===== src/rtl/pnn_pkg.sv =====
`default_nettype none
package pnn_pkg;

	localparam int CRD_W  = 24;
	localparam int SUM_W  = 64;
	localparam int NRM_W  = 16;
	localparam int THR_W  = 32;
	localparam int MUL_W  = 33;
	localparam int PRD_W  = 66;
	localparam int ACC_W  = 130;
	localparam int NUM_W  = 47;
	localparam int QUO_W  = 15;
	localparam int QDEPTH = 2;

	localparam logic [THR_W-1:0] THR_RESET = 32'd1678;

	typedef logic signed [CRD_W-1:0] crd_t;
	typedef logic signed [SUM_W-1:0] sum_t;

	typedef struct packed {
		crd_t z;
		crd_t y;
		crd_t x;
	} xyz_t;

	typedef struct packed {
		sum_t sx;
		sum_t sy;
		sum_t sz;
		xyz_t v0;
		xyz_t v1;
		xyz_t v2;
		logic few;
		logic many;
	} facet_t;

endpackage
`default_nettype wire


===== src/rtl/pnn_queue.sv =====
`default_nettype none
module pnn_queue import pnn_pkg::*; (
	input  wire logic   clk,
	input  wire logic   arst_n,
	input  wire logic   push_valid,
	output logic        push_ready,
	input  wire facet_t push_data,
	output logic        pop_valid,
	input  wire logic   pop_ready,
	output facet_t      pop_data
);

	localparam int PTR_W = $clog2(QDEPTH);
	localparam int CNT_W = $clog2(QDEPTH + 1);

	facet_t           mem_q [QDEPTH];
	logic [PTR_W-1:0] wr_q, rd_q;
	logic [CNT_W-1:0] cnt_q;
	logic             do_push, do_pop;

	function automatic logic [PTR_W-1:0] adv(input logic [PTR_W-1:0] p);
		return (p == PTR_W'(QDEPTH - 1)) ? '0 : p + PTR_W'(1);
	endfunction

	assign push_ready = cnt_q < CNT_W'(QDEPTH);
	assign pop_valid  = cnt_q != '0;
	assign pop_data   = mem_q[rd_q];
	assign do_push    = push_valid && push_ready;
	assign do_pop     = pop_valid && pop_ready;

	always_ff @(posedge clk or negedge arst_n) begin
		if (!arst_n) begin
			wr_q  <= '0;
			rd_q  <= '0;
			cnt_q <= '0;
		end else begin
			if (do_push) wr_q <= adv(wr_q);
			if (do_pop) rd_q <= adv(rd_q);
			if (do_push && !do_pop) cnt_q <= cnt_q + CNT_W'(1);
			else if (do_pop && !do_push) cnt_q <= cnt_q - CNT_W'(1);
		end
	end

	always_ff @(posedge clk) begin
		if (do_push) mem_q[wr_q] <= push_data;
	end

endmodule
`default_nettype wire


===== config.mk =====
export PLATFORM = sky130hd
export DESIGN_NAME = pnn_queue
export DESIGN_NICKNAME = d
export VERILOG_FILES = /design/src/rtl/pnn_pkg.sv /design/src/rtl/pnn_queue.sv
export SDC_FILE = /design/constraint.sdc
export NUM_CORES = 1
export LEC_CHECK = 0
export BUFFER_PORTS_ARGS = -buffer_cell sky130_fd_sc_hd__buf_2
export CORE_MARGIN = 3
export CORE_UTILIZATION = 30
export DETAILED_ROUTE_END_ITERATION = 12
export GPL_TIMING_DRIVEN = 0
export PLACE_DENSITY = 0.48
export SLEW_MARGIN = 20
export SYNTH_ARGS = -nofsm -noshare
export SYNTH_HDL_FRONTEND = slang
export SYNTH_SLANG_ARGS = --single-unit

===== constraint.sdc =====
create_clock -name clk -period 30.5 [get_ports clk]
set_input_delay 4.575 -clock clk [delete_from_list [all_inputs] [get_ports clk]]
set_output_delay 4.575 -clock clk [all_outputs]
set_load 0.02 [all_outputs]

# Word level (Yosys, flattened, before mapping)
# Memories as Yosys holds them, arrays and structs flattened.
# Cells that the tools add are included.
# totals
ff_bits	4
ramBits	820
word_cells	23
memories	1
# op_classes
n_addsub	4
order_cmp	1
mux	6
reduce_logical	8
# mem_list
memory	words	width	read_ports	rd_clocked_by_memory_dff	wr	line	text
mem_q	2	410	1	0	1	pnn_queue.sv:16	facet_t mem_q [QDEPTH];
# op_table
cell	n
1-bit logical AND	4
1-bit 2-to-1 mux	4
2-bit 2-to-1 mux	2
2-bit nonzero test	2
1-bit adder, second input constant	2
2-bit by 1-bit adder with 2-bit output, second input constant	1
1-bit logical NOT	2
2-bit < comparator, second input constant	1
2-bit by 1-bit subtractor with 2-bit output, second input constant	1

# Depth between registers and ports, before layout
# logic_depth
depth_word	6
mapped_depth	6
depth_no_buf	6

# Worst setup path before layout
# Ideal clock, no wire load.
# synth_timing
kind	input -> register
from	input port push_valid
to	memory mem_q[0][0] (netlist name) (enable)
setup_ps	1241
arrival_time_ps	22750
t_required_ps	29259
path_slack_ps	6510
stages	2
path_buffers	0
path_cell_list	nor2b_1 -> nor2b_1
# synth_between
elab_chain_cells	3
# synth_rtl
item	line	text
from (decl)	pnn_queue.sv:5	input wire logic push_valid,
1-bit logical AND	pnn_queue.sv:28	assign do_push = push_valid && push_ready;
1-bit 2-to-1 mux	pnn_queue.sv:45	if (do_push) mem_q[wr_q] <= push_data;
1-bit 2-to-1 mux (implied by the code)	pnn_queue.sv:45	
to (decl)	pnn_queue.sv:16	
# No other way between the ends.

==> qor.yml <==
final_layout:
  area_delta_synth_final_pct: 29.92
  nets: 2657
  drive_gt1_share_pct: 62.33
  post-route-util_pct: 39.55
  finish.instance_area_sq_um: 41290
  fillers: 9538
yosys:
  yosysWarnings: 0
  yosysTopAreaCellShare_pct: 77.48
  yosysTopAreaCell: "edfxtp_1"
  netlist_area_sq_um: 31780
  synth_edf_count: 820
  ys_top_cells_by_count: "820 x edfxtp_1, 390 x mux2_4, 43 x buf_12, 20 x mux2_2, 4 x dfrtp_1"
  yosys_register_bits: 824
  post-synth-top-count-cell: "edfxtp_1"
  avgSynthCellArea_sq_um: 24.58
  synth_cell_type_count: 16
  synth.area.top_cells: "edfxtp_1 77%, mux2_4 18%, buf_12 2.7%"
  synth.net_count: 1708
  ys_async_sr_fraction_pct: 0.4854
  synth_flop_cell: "edfxtp_1"
  synth_seq_area_share_pct: 77.80
  syn_inst: 1293
place:
  port_buffers: 825
  placed_cell_area_sq_um: 38330
  gp_congestion: 0.7539
  dp_slack_ns: 23.09
  hpwlAfterDp_um: 61750
worst_setup_path:
  reg2regPathDepth: 8
  crit_chain: "buf_6 > buf_12 > buf_12 > mux2_4 > buf_2"
  crit_arrival_ns: 2.18
  worstSetupPathType: "flop to output port"
  critPathRequiredTime_ns: 25.93
  rr_startpoint: "cnt_q[1]"
  r2r_setup_slack_ns: 27.44
  worst-path-buf-inv: 4
  cpPeakStageDelay_ns: 0.33
  endpoint_kind: "output port"
  crit_top_cell: "buf_12"
  timing.rr.end: "mem_q[0][355]"
  crit_fanout: 10
  path_delay_family: "buffers and inverters"
  cpMaxStageDelayCell: "dfrtp_1"
  crit_path_start_kind: "flop"
global_routing:
  grt_pass1_wl_um: 116700
  grt_use_total_pct: 14.36
  grt_max_degree: 53
  grt_pass1_vias: 17100
  overflow: 0
  antenna_found_initial: 30
drt:
  wl_um: 81490
  vias_per_cell: 4.229
  dr_total_vias: 15730
  drtIter0Drc: 728
  drc: 0
  routedWlPerCell_um: 21.91
  first_pass_iters: 4
  ant_nets: 0
clocking:
  clk_latency_ns: 0.64
  cts-htree-levels: 3
  cts_buffers: 93
  cts_tree: "yes"
  holdBufCountCts: 0
  cts_setup_buffers: 0
  cts_resized: 0
  clock_sinks: 824
  clk_pin_slew_ns: 0.05
  root_buffer: "clkbuf_16"
  clockBufferDepth: 3
die:
  rows: 118
  io_pins: 826
  dieHeight_um: 331.5
  die_w_um: 331.5
  core_area_sq_um: 104400
  initial_core_util_pct: 30.44
  die_area_sq_um: 109900
sta:
  finalHoldViolCount: 0
  fmax_mhz: 148.1
  final_max_slew_viol_count: 0
  finalSetupViolCount: 0
  whs_ns: 0.5196
  fin_ws_ns: 23.75
  relSlewSlack_pct: 50.46
  max_slew.worst_pin.slew_ns: 0.7415
  min_period_over_period_pct: 22.14
  rsz0062_at_grt: "false"
  skew_ns: 0.01689
  period_needed_ns: 6.752
min_path:
  hold_depth: 1
  hold_path.class: "flop to flop"
  holdPathEnd: "cnt_q[0]"
  holdCritStartpoint: "cnt_q[0]"
power:
  ir_worst_vdd_uv: 56.84
  p_leak_uw: 0.01628
  power_density_nw_per_um2: 99.55
outcome:
  outcome: "finished clean"
flow_run:
  cap_viol_max_count: 0
[worst max path at each step]
| stage | depth (start not counted) | from | slack, ns | to |
|---|---|---|---|---|
| 2_1_floorplan | 2 | push_valid | 6.51 | mem_q[0][0] |
| 3_3_place_gp | 3 | push_valid | -4.96 | mem_q[0][354] |
| 3_5_place_dp | 9 | push_valid | 23.09 | mem_q[0][358] |
| 4_1_cts | 5 | rd_q | 23.58 | pop_data[1] |
| 5_1_grt | 5 | rd_q | 23.54 | pop_data[1] |
| 6_report | 5 | rd_q | 23.75 | pop_data[1] |
[power breakdown]
| part | internal, uW | switching [uW] | total [uW] |
|---|---|---|---|
| registers | 1480 | 42.7 | 1520 |
| clock network | 618 | 435 | 1050 |
| logic | 693 | 843 | 1540 |
[layout make-up]
| type | instances | area (sq um) | area share (%) |
|---|---|---|---|
| Clock buffer | 115 | 2474 | 5.991 |
| Buffer | 46 | 882.1 | 2.136 |
| Antenna cell | 20 | 50.05 | 0.1212 |
| Inverter | 1 | 3.754 | 0.009091 |
| Clock inverter | 58 | 432.9 | 1.049 |
| Timing Repair Buffer | 854 | 4815 | 11.66 |
| Multi-Input combinational cell | 422 | 6180 | 14.97 |
| Sequential cell | 824 | 24720 | 59.88 |
| Tap cell | 1380 | 1727 | 4.182 |
[cell usage in the layout, fill, tap and decap left out, drive strengths merged]
cell / instances
clkinv: 43
bufinv: 5
buf: 900
edfxtp: 820
ha: 1
and2: 1
diode: 20
or2: 1
clkbuf: 115
xnor2: 3
dfrtp: 4
clkinvlp: 4
xor2: 2
nor2: 1
mux2: 410
nor2b: 2
nand2: 1
inv: 7
[per-stage QoR]
stage,cells,power (uW),TNS [ns]
floorplan,1293,2730,0
global placement,3498,3276,-2009.10
detailed placement,3527,3117,0
CTS,3700,4192,0
global route,3710,4294,0
finish,3720,4110,0
[metal layers]
metal / wire, um / vias to the layer above / track usage (%)
li1: - / 7132 / -
met1: 27420 / 7896 / 14.32
met2: 44790 / 551 / 26.53
met3: 6987 / 135 / 5.903
met4: 2181 / 18 / 5.324
met5: 115 / - / 0
[registers in the layout, summed over array words and instances, names as in the netlist]
signal / cells
mem_q: 820
rd_q: 1
cnt_q: 2
wr_q: 1
[cell families (layout without fill, tap and decap cells)]
family        count (synthesis)  in the layout  synth area share, %
flops                       824            824                77.80
mux                         410            410                19.13
buf+inv                      47           1074                2.788
simple gates                  6              6               0.1024
xor+xnor                      5              5               0.1378
fa+ha+maj                     1              1              0.03937
other cells                   0             20                    0
No activity file was read; power rests on OpenSTA's default activity.
